===== src/rtl/hmdm_pkg.sv =====
package hmdm_pkg;

    localparam int MAX_DESCRIPTORS_DEF = 32;
    localparam int DESC_WORDS_DEF      = 8;
    localparam int NUM_LANES_DEF       = 4;

    localparam int DESC_BITS  = 256;
    localparam int PART_BITS  = 64;
    localparam int WORD_BITS  = 32;
    localparam int MAX_WORDS  = DESC_BITS / WORD_BITS;
    localparam int WCNT_W     = 6;
    localparam int DIST_W     = 9;
    localparam int CMD_W      = 2;
    localparam int STATUS_W   = 2;
    localparam int OUT_CNT_W  = 6;

    // Above any real distance; seeds the running minimum.
    localparam logic [DIST_W-1:0] DIST_INIT = DIST_W'(257);

    typedef enum logic [CMD_W-1:0] {
        CMD_CLEAR = 2'd0,
        CMD_LOAD  = 2'd1,
        CMD_QUERY = 2'd2
    } t_cmd;

    typedef enum logic [STATUS_W-1:0] {
        ST_OK    = 2'd0,
        ST_FULL  = 2'd1,
        ST_EMPTY = 2'd2
    } t_status;

    typedef struct packed {
        logic wr_en;
        logic rd_en;
    } t_lane_ctrl;

    typedef struct packed {
        logic busy;
        logic dist_valid;
    } t_lane_stat;

    function automatic logic [WCNT_W-1:0] popcount32(input logic [WORD_BITS-1:0] v);
        logic [WORD_BITS-1:0] a;
        logic [WORD_BITS-1:0] b;
        logic [WORD_BITS-1:0] c;
        a = v - ((v >> 1) & 32'h5555_5555);
        b = (a & 32'h3333_3333) + ((a >> 2) & 32'h3333_3333);
        c = (b + (b >> 4)) & 32'h0F0F_0F0F;
        return WCNT_W'(c[7:0]) + WCNT_W'(c[15:8]) + WCNT_W'(c[23:16]) + WCNT_W'(c[31:24]);
    endfunction

endpackage


===== src/rtl/hmdm_ram.sv =====
module hmdm_ram #(
    parameter int WIDTH = 8,
    parameter int DEPTH = 2,
    localparam int AW   = (DEPTH > 1) ? $clog2(DEPTH) : 1
) (
    input  logic                 i_clk,
    input  logic                 i_wr_en,
    input  logic [AW-1:0]        i_wr_addr,
    input  logic [WIDTH-1:0]     i_wr_data,
    input  logic                 i_rd_en,
    input  logic [AW-1:0]        i_rd_addr,
    output logic [WIDTH-1:0]     o_rd_data
);
    logic [WIDTH-1:0] r_mem [DEPTH];
    logic [WIDTH-1:0] r_rd_data;

    always_ff @(posedge i_clk) begin
        if (i_wr_en) begin
            r_mem[i_wr_addr] <= i_wr_data;
        end
        if (i_rd_en) begin
            r_rd_data <= r_mem[i_rd_addr];
        end
    end

    assign o_rd_data = r_rd_data;
endmodule


===== src/rtl/hmdm_lane.sv =====
module hmdm_lane #(
    parameter int BANK_DEPTH = 8,
    parameter int DESC_WORDS = hmdm_pkg::DESC_WORDS_DEF,
    localparam int AB        = (BANK_DEPTH > 1) ? $clog2(BANK_DEPTH) : 1
) (
    input  logic                             i_clk,
    input  logic                             i_rst_n,
    input  hmdm_pkg::t_lane_ctrl             i_ctrl,
    input  logic [AB-1:0]                    i_wr_addr,
    input  logic [hmdm_pkg::DESC_BITS-1:0]   i_wr_data,
    input  logic [AB-1:0]                    i_rd_addr,
    input  logic [hmdm_pkg::DESC_BITS-1:0]   i_query,
    output hmdm_pkg::t_lane_stat             o_stat,
    output logic [hmdm_pkg::DIST_W-1:0]      o_dist
);
    localparam int MW = hmdm_pkg::MAX_WORDS;
    localparam int WB = hmdm_pkg::WORD_BITS;

    logic [hmdm_pkg::DESC_BITS-1:0] w_rd_data;
    logic                           r_v1;
    logic                           r_v2;
    logic                           r_v3;
    logic [hmdm_pkg::WCNT_W-1:0]    r_wcnt [MW];
    logic [hmdm_pkg::WCNT_W-1:0]    n_wcnt [MW];
    logic [hmdm_pkg::DIST_W-1:0]    r_dist;
    logic [hmdm_pkg::DIST_W-1:0]    n_dist;

    hmdm_ram #(
        .WIDTH (hmdm_pkg::DESC_BITS),
        .DEPTH (BANK_DEPTH)
    ) u_bank (
        .i_clk     (i_clk),
        .i_wr_en   (i_ctrl.wr_en),
        .i_wr_addr (i_wr_addr),
        .i_wr_data (i_wr_data),
        .i_rd_en   (i_ctrl.rd_en),
        .i_rd_addr (i_rd_addr),
        .o_rd_data (w_rd_data)
    );

    // per-word counts; words past DESC_WORDS do not take part
    always_comb begin
        for (int w = 0; w < MW; w++) begin
            if (w < DESC_WORDS) begin
                n_wcnt[w] = hmdm_pkg::popcount32(w_rd_data[w*WB +: WB] ^ i_query[w*WB +: WB]);
            end else begin
                n_wcnt[w] = '0;
            end
        end
    end

    always_comb begin
        n_dist = '0;
        for (int w = 0; w < MW; w++) begin
            n_dist = n_dist + hmdm_pkg::DIST_W'(r_wcnt[w]);
        end
    end

    always_ff @(posedge i_clk) begin
        if (!i_rst_n) begin
            r_v1 <= 1'b0;
            r_v2 <= 1'b0;
            r_v3 <= 1'b0;
        end else begin
            r_v1 <= i_ctrl.rd_en;
            r_v2 <= r_v1;
            r_v3 <= r_v2;
        end
        if (r_v1) begin
            r_wcnt <= n_wcnt;
        end
        if (r_v2) begin
            r_dist <= n_dist;
        end
    end

    assign o_stat.busy       = r_v1 | r_v2 | r_v3;
    assign o_stat.dist_valid = r_v3;
    assign o_dist            = r_dist;
endmodule


===== config.mk =====
export PLATFORM = sky130hd
export DESIGN_NAME = hmdm_lane
export DESIGN_NICKNAME = d
export VERILOG_FILES = /design/src/rtl/hmdm_pkg.sv /design/src/rtl/hmdm_ram.sv /design/src/rtl/hmdm_lane.sv
export SDC_FILE = /design/constraint.sdc
export NUM_CORES = 2
export LEC_CHECK = 0
export BUFFER_PORTS_ARGS = -buffer_cell sky130_fd_sc_hd__buf_2
export CORE_ASPECT_RATIO = 1.25
export CORE_UTILIZATION = 50
export DETAILED_ROUTE_END_ITERATION = 6
export GPL_TIMING_DRIVEN = 0
export PLACE_DENSITY = 0.66
export SYNTH_ARGS = -nofsm -noshare
export SYNTH_HDL_FRONTEND = slang
export SYNTH_SLANG_ARGS = --single-unit
export TNS_END_PERCENT = 50

===== constraint.sdc =====
create_clock -name i_clk -period 48 [get_ports i_clk]
set_input_delay 2.4 -clock i_clk [delete_from_list [all_inputs] [get_ports i_clk]]
set_output_delay 2.4 -clock i_clk [all_outputs]
set_load 0.01 [all_outputs]

==> results.md <==
- master cell of the clock root buffer: sky130_fd_sc_hd__clkbuf_16
- worst slack at placement: 39,170 ps
- post-route worst hold slack: 635 ps
- largest net degree at the start of global routing: 80
- number of instances in the synthesized netlist: 6,184
- final setup violation count: 0
- hold path endpoint: r_wcnt[0]
- Worst slew margin: 9.24%
- height of the chip: 526 um
- Tot GR Track Use: 23.3%
- cell area after synthesis: 110,000 sq um
- count of unresolved DRC violations after routing: 0
- Tightest Pin Transition: 1360 ps
- setup repair after global routing missed its margin: no
- count of H-tree levels built during CTS: 4
- detailed placer's ending HPWL: 185 mm
- post-cts repair resize count: 0
- cell area after placement: 119,000 sq um
- Simple-Gate Fraction of Synth Area: 2.20%
- number of synthesized flops with an enable pin: 2,361
- worst flop-to-flop path startpoint: u_bank.o_rd_data[165]
- data required time of the critical path: 48,700 ps
- worst setup path category: in2reg
- Vias: 57,179
- antenna-violating nets left: 0
- maximum number of buffers from clock root to sink: 4
- Starting DRT DRC Count: 4,196
- global-route met2 utilization: 39.5%
- ys flop type: sky130_fd_sc_hd__edfxtp_1
- core outline area: 219,000 sq um
- worst-case reg-to-reg path depth: 22
- number of warnings issued by yosys: 0
- proportion of synthesized flip-flops having asynchronous set or reset: 0%
- Most Used Layer, Global Route: met2
- launch instance of the worst min-delay path: r_v1
- Netlist cell types: 91
- GRT met3 Usage: 5.38%
- Slew Limit Fails: 0
- FF-to-FF End: r_wcnt[16]
- Seq/Total Area, Yosys: 64.6%
- final worst-path cycle share: 16.5%
- length of the first detailed-routing pass in iterations: 5
- number of nets in the final layout: 8,367
- adder-cell share of the synthesized area: 9.81%
- wire length of the first global-routing pass: 381 mm
- Final Routed Wirelength: 258 mm
- layout overhead on the synthesized area: 14.7%
- Horiz. Die Dim: 421 um
- dominant combinational cell family by area after synthesis: multiplexers
- multiplexer share of the synthesized area: 13.1%
- worst reg-to-reg setup slack: 41,280 ps
- arrival time at the worst endpoint: 8630 ps
- number of buffer cells added on primary ports: 529
- vias in the first global route: 60,436
- CP Launch Type: primary input
- max capacitance violation total: 0
- most frequent cells in the layout: sky130_fd_sc_hd__edfxtp_1 (2,361), sky130_fd_sc_hd__ha_1 (565), sky130_fd_sc_hd__inv_1 (556)
- crit path time final: 7930 ps
- post-synthesis register bit count: 2,364
- starting utilization of the core area: 50.3%
- xor/xnor share of the synthesized area: 4.37%
- GR Util met1: 28.8%
- average size of a mapped cell: 17.8 sq um
- cts bufs inserted: 229
- clock slew at the register clock pins of the worst setup and hold paths: 60 ps
- final cell area excluding filler cells: 126,000 sq um
- Worst setup EP type: flop
- worst hold path class: reg2reg
- fraction of layout cells with a size suffix above 1: 25.1%
- achievable clock frequency: 126 MHz
- count of standard-cell rows: 192
- clock tree from TritonCTS: yes
- area of the die: 222,000 sq um
- I/O pin cnt: 533
- Worst Setup Slack, final: 40,070 ps
- via density per instance: 5.59
- antenna violations before repair: 160
- maximum fanout along the worst path: 5
- Avg WL per Cell: 25.2 um
- total gr overflow: 0
- buffer count from post-CTS setup fixing: 0
- Synthesized Nets: 7,456
- hold_buf cts: 0
- area fraction in compound gates after synthesis: 3.49%
- sum of negative setup slack: 0 ps
- run status: complete, no violations
- final RePlAce weighted congestion: 0.845
- Fin. Hold Viols: 0
- Sink Count: 2,364
- # fillers: 16,646
- commonest non-fill, non-tap cell in the layout: sky130_fd_sc_hd__edfxtp_1
- final clock skew: 63.0 ps
- clock insertion delay at the later pin of the skew report: 920 ps
- cell depth of the worst min-delay path: 0
-- layout make-up --
type | count | area, sq um | area share, %
antenna | 49 | 123 | 0.0973
buffer | 144 | 559 | 0.444
clock buffer | 277 | 5950 | 4.72
clock inverter | 131 | 1180 | 0.936
inverter | 561 | 2110 | 1.67
multi-input combinational | 3115 | 36300 | 28.8
sequential | 2364 | 71000 | 56.3
tap | 2910 | 3640 | 2.89
timing repair buffer | 680 | 5170 | 4.11
-- cells in the mapped netlist, drive strengths merged, types with 6 or more instances --
library cell,n,area [sq um]
edfxtp,2361,70900
ha,565,7070
inv,561,2110
mux4,512,11500
xnor2,293,2610
mux2,256,2880
xor2,250,2190
fa,185,3700
a21oi,151,771
nand2,131,492
nor2,111,417
o21ai,111,556
buf,76,289
clkbuf,68,255
a21o,67,503
nand3,43,215
nor3,31,155
nor2b,30,188
nand2b,29,184
a21boi,27,203
nand4,25,156
a211oi,23,183
a211o,21,184
o31ai,19,153
a31oi,18,113
o211ai,17,133
o21bai,17,128
a41oi,11,96.3
nor4,11,75.1
or3,11,68.8
a2111oi,9,81.3
o41ai,9,93.8
nand3b,8,60.1
o22ai,8,56.3
and3,7,43.8
and3b,7,61.3
o31a,7,61.3
a221oi,6,52.6
a31o,6,52.6
and2,6,37.5
and4,6,52.6
-- critical path, cell delays in order --
cell and delay (ps):
sky130_fd_sc_hd__buf_2 100, sky130_fd_sc_hd__xor2_1 440, sky130_fd_sc_hd__inv_1 170, sky130_fd_sc_hd__ha_1 360, sky130_fd_sc_hd__a2111oi_0 550, sky130_fd_sc_hd__nor3_1 190, sky130_fd_sc_hd__o31ai_2 320, sky130_fd_sc_hd__a31oi_1 130
sky130_fd_sc_hd__o31ai_1 460, sky130_fd_sc_hd__nor2b_1 220, sky130_fd_sc_hd__xnor2_1 90, sky130_fd_sc_hd__fa_1 500, sky130_fd_sc_hd__inv_1 70, sky130_fd_sc_hd__fa_1 490, sky130_fd_sc_hd__inv_1 60, sky130_fd_sc_hd__fa_1 560
sky130_fd_sc_hd__fa_1 420, sky130_fd_sc_hd__inv_1 70, sky130_fd_sc_hd__ha_1 160, sky130_fd_sc_hd__inv_1 60, sky130_fd_sc_hd__fa_1 450, sky130_fd_sc_hd__nor2b_1 130, sky130_fd_sc_hd__o21ai_0 80, sky130_fd_sc_hd__nand2b_1 150
-- metal layers --
layer,vias to the layer above,part of all wire [%]
li1,25675,-
met4,122,3.7
met5,-,0.29
met3,555,7.0
met2,1622,50
met1,29205,39
-- worst max-delay path by stage --
stage,slack [ps],from,end
6_report,40070,i_query[135],r_wcnt[23]
5_1_grt,39540,i_query[135],r_wcnt[21]
4_1_cts,40070,i_query[141],r_wcnt[21]
3_5_place_dp,39170,i_query[165],r_wcnt[15]
3_3_place_gp,6640,i_ctrl[1],u_bank.r_mem[4][135]
2_1_floorplan,26840,i_wr_addr[0],u_bank.r_mem[0][0]
-- flip-flops by register name, summed over array words and instances (netlist names) --
signal and flops:
r_v3 1, o_dist 9, u_bank.o_rd_data 256, u_bank.r_mem 2048, r_v2 1, r_v1 1, r_wcnt 48
-- through the flow --
| step | utilization (%) | instances |
|---|---|---|
| 3_3_place_gp | 53.1 | 9623 |
| 4_1_cts | 57.6 | 10182 |
| 6_report | 57.6 | 10231 |
| 3_5_place_dp | 54.3 | 9774 |
| 2_1_floorplan | - | 6184 |
| 5_1_grt | 57.6 | 10207 |
-- kinds of logic after synthesis --
| logic type | Yosys count |
|---|---|
| AO/OA/AOI/OAI | 571 |
| XOR/XNOR | 543 |
| adder cells (fa/ha/maj) | 750 |
| buffers and inverters | 705 |
| flip-flops | 2364 |
| multiplexers | 769 |
| AND/OR/NAND/NOR | 482 |
Power is not shown: default switching activity piles up to over one toggle a cycle in this logic, so the estimate is an artifact.
