[src/rtl/hmdm_pkg.sv]
package hmdm_pkg;

    localparam int MAX_DESCRIPTORS_DEF = 32;
    localparam int DESC_WORDS_DEF      = 8;
    localparam int NUM_LANES_DEF       = 4;

    localparam int DESC_BITS  = 256;
    localparam int PART_BITS  = 64;
    localparam int WORD_BITS  = 32;
    localparam int MAX_WORDS  = DESC_BITS / WORD_BITS;
    localparam int WCNT_W     = 6;
    localparam int DIST_W     = 9;
    localparam int CMD_W      = 2;
    localparam int STATUS_W   = 2;
    localparam int OUT_CNT_W  = 6;

    // Above any real distance; seeds the running minimum.
    localparam logic [DIST_W-1:0] DIST_INIT = DIST_W'(257);

    typedef enum logic [CMD_W-1:0] {
        CMD_CLEAR = 2'd0,
        CMD_LOAD  = 2'd1,
        CMD_QUERY = 2'd2
    } t_cmd;

    typedef enum logic [STATUS_W-1:0] {
        ST_OK    = 2'd0,
        ST_FULL  = 2'd1,
        ST_EMPTY = 2'd2
    } t_status;

    typedef struct packed {
        logic wr_en;
        logic rd_en;
    } t_lane_ctrl;

    typedef struct packed {
        logic busy;
        logic dist_valid;
    } t_lane_stat;

    function automatic logic [WCNT_W-1:0] popcount32(input logic [WORD_BITS-1:0] v);
        logic [WORD_BITS-1:0] a;
        logic [WORD_BITS-1:0] b;
        logic [WORD_BITS-1:0] c;
        a = v - ((v >> 1) & 32'h5555_5555);
        b = (a & 32'h3333_3333) + ((a >> 2) & 32'h3333_3333);
        c = (b + (b >> 4)) & 32'h0F0F_0F0F;
        return WCNT_W'(c[7:0]) + WCNT_W'(c[15:8]) + WCNT_W'(c[23:16]) + WCNT_W'(c[31:24]);
    endfunction

endpackage

[src/rtl/hmdm_merge.sv]
module hmdm_merge #(
    parameter int NUM_LANES = hmdm_pkg::NUM_LANES_DEF
) (
    input  logic                             i_clk,
    input  logic                             i_start,
    input  hmdm_pkg::t_lane_stat             i_stat [NUM_LANES],
    input  logic [hmdm_pkg::DIST_W-1:0]      i_dist [NUM_LANES],
    output logic [hmdm_pkg::DIST_W-1:0]      o_min
);
    logic [hmdm_pkg::DIST_W-1:0] r_min;
    logic [hmdm_pkg::DIST_W-1:0] n_min;

    always_comb begin
        n_min = r_min;
        for (int l = 0; l < NUM_LANES; l++) begin
            if (i_stat[l].dist_valid && (i_dist[l] < n_min)) begin
                n_min = i_dist[l];
            end
        end
    end

    always_ff @(posedge i_clk) begin
        if (i_start) begin
            r_min <= hmdm_pkg::DIST_INIT;
        end else begin
            r_min <= n_min;
        end
    end

    assign o_min = r_min;
endmodule

[config.mk]
export PLATFORM = sky130hd
export DESIGN_NAME = hmdm_merge
export DESIGN_NICKNAME = d
export VERILOG_FILES = /design/src/rtl/hmdm_pkg.sv /design/src/rtl/hmdm_merge.sv
export SDC_FILE = /design/constraint.sdc
export NUM_CORES = 1
export LEC_CHECK = 0
export ABC_AREA = 1
export BUFFER_PORTS_ARGS = -buffer_cell sky130_fd_sc_hd__buf_2
export CORE_ASPECT_RATIO = 1.25
export CORE_MARGIN = 4
export CORE_UTILIZATION = 40
export CTS_BUF_LIST = sky130_fd_sc_hd__clkbuf_8
export DETAILED_ROUTE_END_ITERATION = 8
export GPL_TIMING_DRIVEN = 0
export PLACE_DENSITY_LB_ADDON = 0.08
export SYNTH_ARGS = -nofsm -noshare
export SYNTH_HDL_FRONTEND = slang
export SYNTH_SLANG_ARGS = --single-unit
[constraint.sdc]
create_clock -name i_clk -period 8.5 [get_ports i_clk]
set_input_delay 0.425 -clock i_clk [delete_from_list [all_inputs] [get_ports i_clk]]
set_output_delay 0.425 -clock i_clk [all_outputs]
set_load 0.05 [all_outputs]
==> results by stage, run 1 <==
STA:
- Derived from the worst setup path, the maximum achievable clock frequency is 144 MHz.
- Dividing the final minimum period by the clock period gives 0.818.
- The hold violation total from the final report is 0.
- The slew at the pin with the worst max-slew slack is 0.711 ns.
- Setup repair after global routing left no endpoint under its margin.
- The setup TNS is 0 ns.
- On the final layout, the worst clock skew is 0.000981 ns.
- The worst max-slew margin expressed relative to the limit is 0.514.
- The clock period minus worst slack is 6.95 ns.
- In the post-route analysis, the smallest setup slack over all paths is 1.55 ns.
- Setup violations remaining at the end of the flow were counted as 0.
- The max-slew violation count came to 0.

GRT:
- The number of global-route vias before repair is 1660.
- The overall fraction of global-route tracks in use is 0.170.
- Entering global routing, the biggest net connects 11 pins.
- The aggregate global routing overflow is 0.
- The wire length of the first global-routing pass is 7010 µm.
- The number of antenna violations at the first check in global routing is 0.

Logic synthesis:
- The count of flip-flops with a built-in enable after synthesis is 0.
- For this run, the register share of the synthesized area comes to 0.108.
- The number of warning messages in the yosys log is 0.
- In this run, distinct cell masters in the synthesized netlist total 30.
- The mean instance size in the synthesized netlist is 6.18 µm².
- The count of state elements after synthesis is 9.
- The synthesized area is 1670 µm².
- The share of async-settable or async-resettable flops after synthesis is 0.
- The post-synthesis net count is 345.
- The predominant post-synthesis flop cell is dfxtp_1.
- Synthesis produced a netlist whose cell count is 270.

Power and ir drop:
- Summed over all cells, the static leakage comes to 1.19 nW.
- Dividing total power by cell area gives a power density of 372 nW/µm².
- VDD sags by at most 0.139 mV.
- The total design power is 756 µW.

Die:
- The initial utilization of the core area, before any placement, comes to 0.410.
- The die span in x is 65.8 µm.
- After floorplanning, the core was divided into 26 placement rows.
- The area of the die is 5280 µm².
- The region available for standard cell placement spans 4070 µm².
- The die is 80.2 µm tall.
- Pin placement for this block handled 55 I/O pins.

Worst setup path:
- In this design, the largest share of critical-path delay is due to compound AO/OA/AOI/OAI gates.
- The peak per-stage delay on the critical path is 0.55 ns.
- The type of element capturing the critical path is a flip-flop.
- The highest-delay cell along the critical path is a2111oi_0.
- The critical path launch point type is a flip-flop.
- Of all nets on the critical path, the largest fanout is 10.
- The count of buffer and inverter cells on the critical path is 9.
- The data required time of the worst path is 8.61 ns.
- Counting stages on the worst path, the most repeated cell is nand2_1.
- For the worst setup path, the data arrival time is 7.06 ns.
- The start-to-end type of the worst setup path is reg -> reg.

Clock network:
- The clock edge transition at the registers on the reported setup and hold paths is 0.04 ns.
- The clock root buffer is clkbuf_8.
- Clock tree synthesis inserted a total of 3 buffers.
- The clock insertion delay at the later pin of the skew report is 0.23 ns.
- For this design, the CTS-stage hold fixing added 0 buffers.
- The count of cells resized by post-cts repair is 0.
- The clock sink count is 9.
- The number of H-tree branching levels is 1.
- The number of buffers between clock root and the deepest sink is 2.
- After clock tree synthesis, the setup repair step added 0 buffers.
- The clock tree from TritonCTS is built.

Run:
- The max-capacitance violation count is 0.

Placed design:
- Prior to clock tree synthesis, the placed netlist has a worst setup slack of 1.30 ns.
- The sum of net half-perimeters after detailed placement is 3880 µm.
- The count of buffers added on input and output ports is 50.
- The number of placed instances, taps included, is 376.
- The weighted congestion at the end of routability-driven global placement is 0.818.

Route:
- The mean number of vias per cell is 4.74.
- The first TritonRoute pass finished after 4 iterations.
- For this run, design rule violations remaining after detail routing come to 0.
- The total number of vias is 1800.
- In this run the remaining antenna-violating nets after routing total 0.
- The final routed wirelength across all metal layers is 4330 µm.
- The detailed-route wire length per cell is 11.4 µm.
- The DRC marker count from the first detailed-route iteration is 51.

Final layout:
- At the end of the flow, the number of nets in the layout was 400.
- In the final layout, the share of cells above drive strength 1 is 0.231.
- The final instance count without filler cells is 380.
- The antenna diode count is 0.
- The post-synthesis to final-layout area growth is 21.9%.
- The register with the most flip-flops in the layout has 9 of them.
- The post-route core utilization is 0.500.
- The filler cell count is 467.

Worst hold path:
- In this run the worst hold path is classified as in -> reg.

Outcome:
- The flow ran to the end, and the final reports show no timing, DRC or antenna violations.
==> where the power goes <==
group / total [mW] / internal, mW / switching [mW]
combinational: 0.631 / 0.216 / 0.415
clock: 0.0475 / 0.0314 / 0.0161
sequential: 0.0779 / 0.0648 / 0.0131
==> worst min-delay path, cell delays in order <==
cell     delay [ns]
buf_2          0.10
nand3_1        0.07
nand3_1        0.07
==> through the flow <==
| stage | area, µm² | hold WS, ns |
|---|---|---|
| 6_report | 2030 | 0.460 |
| 3_3_place_gp | 1990 | 0.698 |
| 5_1_grt | 2030 | 0.478 |
| 3_5_place_dp | 1990 | 0.700 |
| 2_1_floorplan | 1670 | 0.579 |
| 4_1_cts | 2030 | 0.455 |
==> layout make-up <==
type	count	area (µm²)	area share
Buffer	6	31.3	0.0154
Clock buffer	3	41.3	0.0203
Clock inverter	1	3.75	0.00185
Inverter	50	188	0.0923
Multi-Input combinational cell	205	1270	0.624
Sequential cell	9	180	0.0886
Tap cell	56	70.1	0.0344
Timing Repair Buffer	50	250	0.123
==> placed cells by master (no fill, tap or decap), types with 3 or more instances in the layout <==
cell type / count
nand2_1: 72
buf_2: 51
inv_1: 49
ha_1: 29
nand3_1: 25
o21ai_0: 16
a21oi_1: 12
nor2_1: 12
dfxtp_1: 9
nand4_1: 7
nand2_2: 6
o21a_1: 6
clkbuf_1: 4
nor2_4: 3
clkbuf_8: 3
==> routing by layer <==
layer | vias up | GRT usage | wire length [µm]
li1 | 985 | - | -
met1 | 778 | 0.198 | 1820
met2 | 33 | 0.320 | 2260
met3 | 4 | 0.0154 | 208
met4 | 0 | 0.0519 | 36
met5 | - | 0 | 0
==> cell usage after synthesis (2+ instances only) <==
cell / n / area share
a211oi_1: 2 / 0.0090
a21oi_1: 12 / 0.036
clkbuf_1: 4 / 0.0090
dfxtp_1: 9 / 0.11
ha_1: 29 / 0.22
inv_1: 48 / 0.11
nand2_1: 72 / 0.16
nand2_2: 6 / 0.022
nand2_4: 2 / 0.013
nand3_1: 25 / 0.075
nand3_4: 2 / 0.021
nand4_1: 7 / 0.026
nor2_1: 12 / 0.027
nor2_2: 2 / 0.0075
nor2_4: 3 / 0.020
o21a_1: 6 / 0.027
o21ai_0: 16 / 0.048
==> kinds of logic (layout without fill, tap and decap cells) <==
logic type	after synthesis	count (layout)	share of synthesized area
and+or+nand+nor	135	135	0.392
buffers and inverters	56	110	0.131
AOI/OAI and AO/OA	41	41	0.151
adders and majority gates	29	29	0.217
DFF	9	9	0.108
==> path summary, 6_finish.rpt <==
path / slack [ns] / endpoint / startpoint / cells after the start
worst max-delay path: 1.55 / o_min[0] / o_min[4] / 37
worst min-delay path: 0.46 / o_min[8] / i_dist[8] / 3
worst max register to register: 1.55 / o_min[0] / o_min[4] / 37
worst min register to register: 0.97 / o_min[2] / o_min[2] / 7
Power figures use the tool's default switching activity.
==> inputs of run 2 (changes only) <==
==> constraint.sdc (replaced) <==
create_clock -name i_clk -period 6.3 [get_ports i_clk]
set_input_delay 0.315 -clock i_clk [delete_from_list [all_inputs] [get_ports i_clk]]
set_output_delay 0.315 -clock i_clk [all_outputs]
set_load 0.05 [all_outputs]
==> run 2 against run 1 <==
Final cell count is 1.1% higher. Clock skew hardly changed. Highest routed layer unchanged. Largest cell class unchanged. Critical endpoint is now o_min[8]. Largest power group unchanged. Setup slack worse by 1.1 ns. Routed wire length hardly changed.
==> results by stage, run 2 (same netlist as run 1, synthesis figures left out) <==
STA:
- The maximum clock frequency is 171 MHz.
- The smallest setup slack after layout is 0.448 ns.
- The worst max-slew margin expressed relative to the limit is 0.710.
- The post-route clock skew is 0.000966 ns.
- The clock period minus worst slack is 5.85 ns.
- The count of final setup violators is 0.
- Of the available clock period, the critical path in the final layout requires 0.929.
- The slew at the pin with the worst max-slew slack is 0.430 ns.
- The max-slew violation count is 0.
- The worst hold margin is 0.356 ns.
- The hold violation total from the final report is 0.

Clock network:
- The clock reaches the later pin of the worst-skew pair after 0.23 ns.
- Clock-pin slew was measured on the worst setup and hold paths at 0.04 ns.
- In this run, CTS created clock tree buffers numbering 3.
- The number of H-tree branching levels is 1.
- The clock root buffer is clkbuf_8.
- TritonCTS built the clock tree.
- The clock sink count is 9.
- Counting along the longest clock path gives a buffer depth of 2.
- After clock tree synthesis, the flow added hold-fix buffers numbering 0.

GRT:
- The number of global-route vias before repair was 1596.
- The wire length of the first global-routing pass is 6960 µm.
- For this run, the total global-route usage over all layers was measured as 0.170.
- The aggregate global routing overflow is 0.
- Entering global routing, the biggest net connects 11 pins.
- The number of antenna violations at the first check in global routing is 0.

Die:
- The die is 80.2 µm tall.
- From left edge to right edge, the die measures 65.8 µm.
- In this run the standard cell core region covers 4070 µm².
- The initial utilization of the core area, before any placement, comes to 0.410.
- The number of standard-cell rows in the floorplan is 26.
- Pin placement for this block handled 55 I/O pins.
- The area of the die is 5280 µm².

Run:
- The max-capacitance violation count is 0.

Placed design:
- The sum of net half-perimeters after detailed placement is 3790 µm.
- Summing all placed instances gives a cell area of 1990 µm².
- The worst slack at placement is -0.804 ns.
- The weighted congestion at the end of routability-driven global placement is 0.802.
- In this run the tool buffered the top-level ports with 50 buffer cells.

Final layout:
- The antenna diode count is 0.
- The number of flip-flops under the largest register name is 9.
- The library cells used most frequently in the layout, excluding fill and tap cells, are 72 x nand2_1, 51 x buf_2, 49 x inv_1.
- The cell area after layout is 2110 µm².
- The share of final-layout standard cells stronger than drive strength 1 is 0.265.
- The commonest non-fill, non-tap cell in the layout is nand2_1.
- At the end of the flow, the number of nets in the layout was 404.
- The post-route core utilization is 0.518.
- Relative to the synthesized area, the layout overhead comes to 26.2%.

Worst setup path:
- The peak per-stage delay on the critical path is 0.32 ns.
- The most prevalent standard cell on the critical path is nand2_1.
- At the worst endpoint, the required time is 6.40 ns.
- On the critical path, the stage with the largest delay is an instance of dfxtp_2.
- STA classifies the critical path endpoint as a flip-flop.
- The maximum net fanout on the critical path is 10.
- The start-to-end type of the worst setup path is reg -> reg.
- The arrival time reported for the critical path endpoint is 5.95 ns.
- The worst setup path is launched from a flip-flop.

Route:
- For this run, design rule violations remaining after detail routing come to 0.
- Dividing the detail-routed via count by the number of cells gives 4.63.
- The DRC marker count from the first detailed-route iteration is 65.
- The final routed wirelength across all metal layers is 4320 µm.
- The total number of vias is 1778.
- The residual antenna-violating net count after detailed routing is 0.
- The detailed-route wire length per cell is 11.3 µm.
- The pre-antenna-repair detailed-routing pass consisted of 4 iterations.

Worst hold path:
- The min-delay analysis places its worst path in the category in -> reg.

Outcome:
- The run finished with clean final reports.

Power and ir drop:
- In this run the static leakage power is 1.23 nW.
- VDD sags by at most 0.198 mV.
- The power per standard cell area is 510 nW/µm².
## run 2: cell types whose count changed in the layout (fill, tap and decap cells not counted), sizes merged
cell    delta
clkbuf     -1
buf        +5
## run 2: what timing repair did
action / in CTS / in global routing
endpoints found under the setup margin: 9 / 9
pin swaps: 0 / 4
buffers inserted: 0 / 5
gates resized for setup: 7 / 13
## run 2: layout make-up
cell class / instances / area (µm²)
sequential: 9 / 181
fill: 454 / 1960
multi-input combinational: 205 / 1290
buffer: 5 / 38.8
clock inverter: 1 / 3.75
inverter: 50 / 188
clock buffer: 3 / 41.3
timing repair buffer: 55 / 288
tap: 56 / 70.1
## run 2: metrics by stage
| stage | TNS [ns] | power (mW) | cells |
|---|---|---|---|
| finish | 0 | 1.07 | 384 |
| global route | -0.00175 | 1.21 | 384 |
| CTS | 0 | 1.04 | 379 |
| detailed placement | -6.46 | 0.964 | 376 |
| global placement | -7.22 | 0.961 | 376 |
| floorplan | 0 | 0.772 | 270 |
## run 2: critical path: cells and delay by family (launching register included)
kind                       cells  cell delay (ns)
AOI/OAI and AO/OA              9             1.53
adders and majority gates      4             1.18
buffers and inverters          7             0.93
DFF                            1             0.32
and+or+nand+nor               19             1.76
## run 2: report_power, final
| group | internal (mW) | total, mW | switching (mW) |
|---|---|---|---|
| registers | 0.0881 | 0.105 | 0.0170 |
| clock network | 0.0422 | 0.0620 | 0.0199 |
| logic | 0.330 | 0.907 | 0.577 |
## run 2: final timing paths
check                               start        to  slack [ns]  cells past startpoint
worst min register to register   o_min[2]  o_min[2]        0.98                      7
worst min-delay path            i_dist[8]  o_min[8]        0.36                      3
worst max register to register   o_min[8]  o_min[8]        0.45                     39
worst max-delay path             o_min[8]  o_min[8]        0.45                     39
## run 2: layer usage
layer  track usage  vias to the layer above  wire, µm
met5             0                        -         0
met4        0.0436                        0        40
met3        0.0140                        4       142
met2         0.316                       31      2240
met1         0.205                      750      1900
li1              -                      993         -
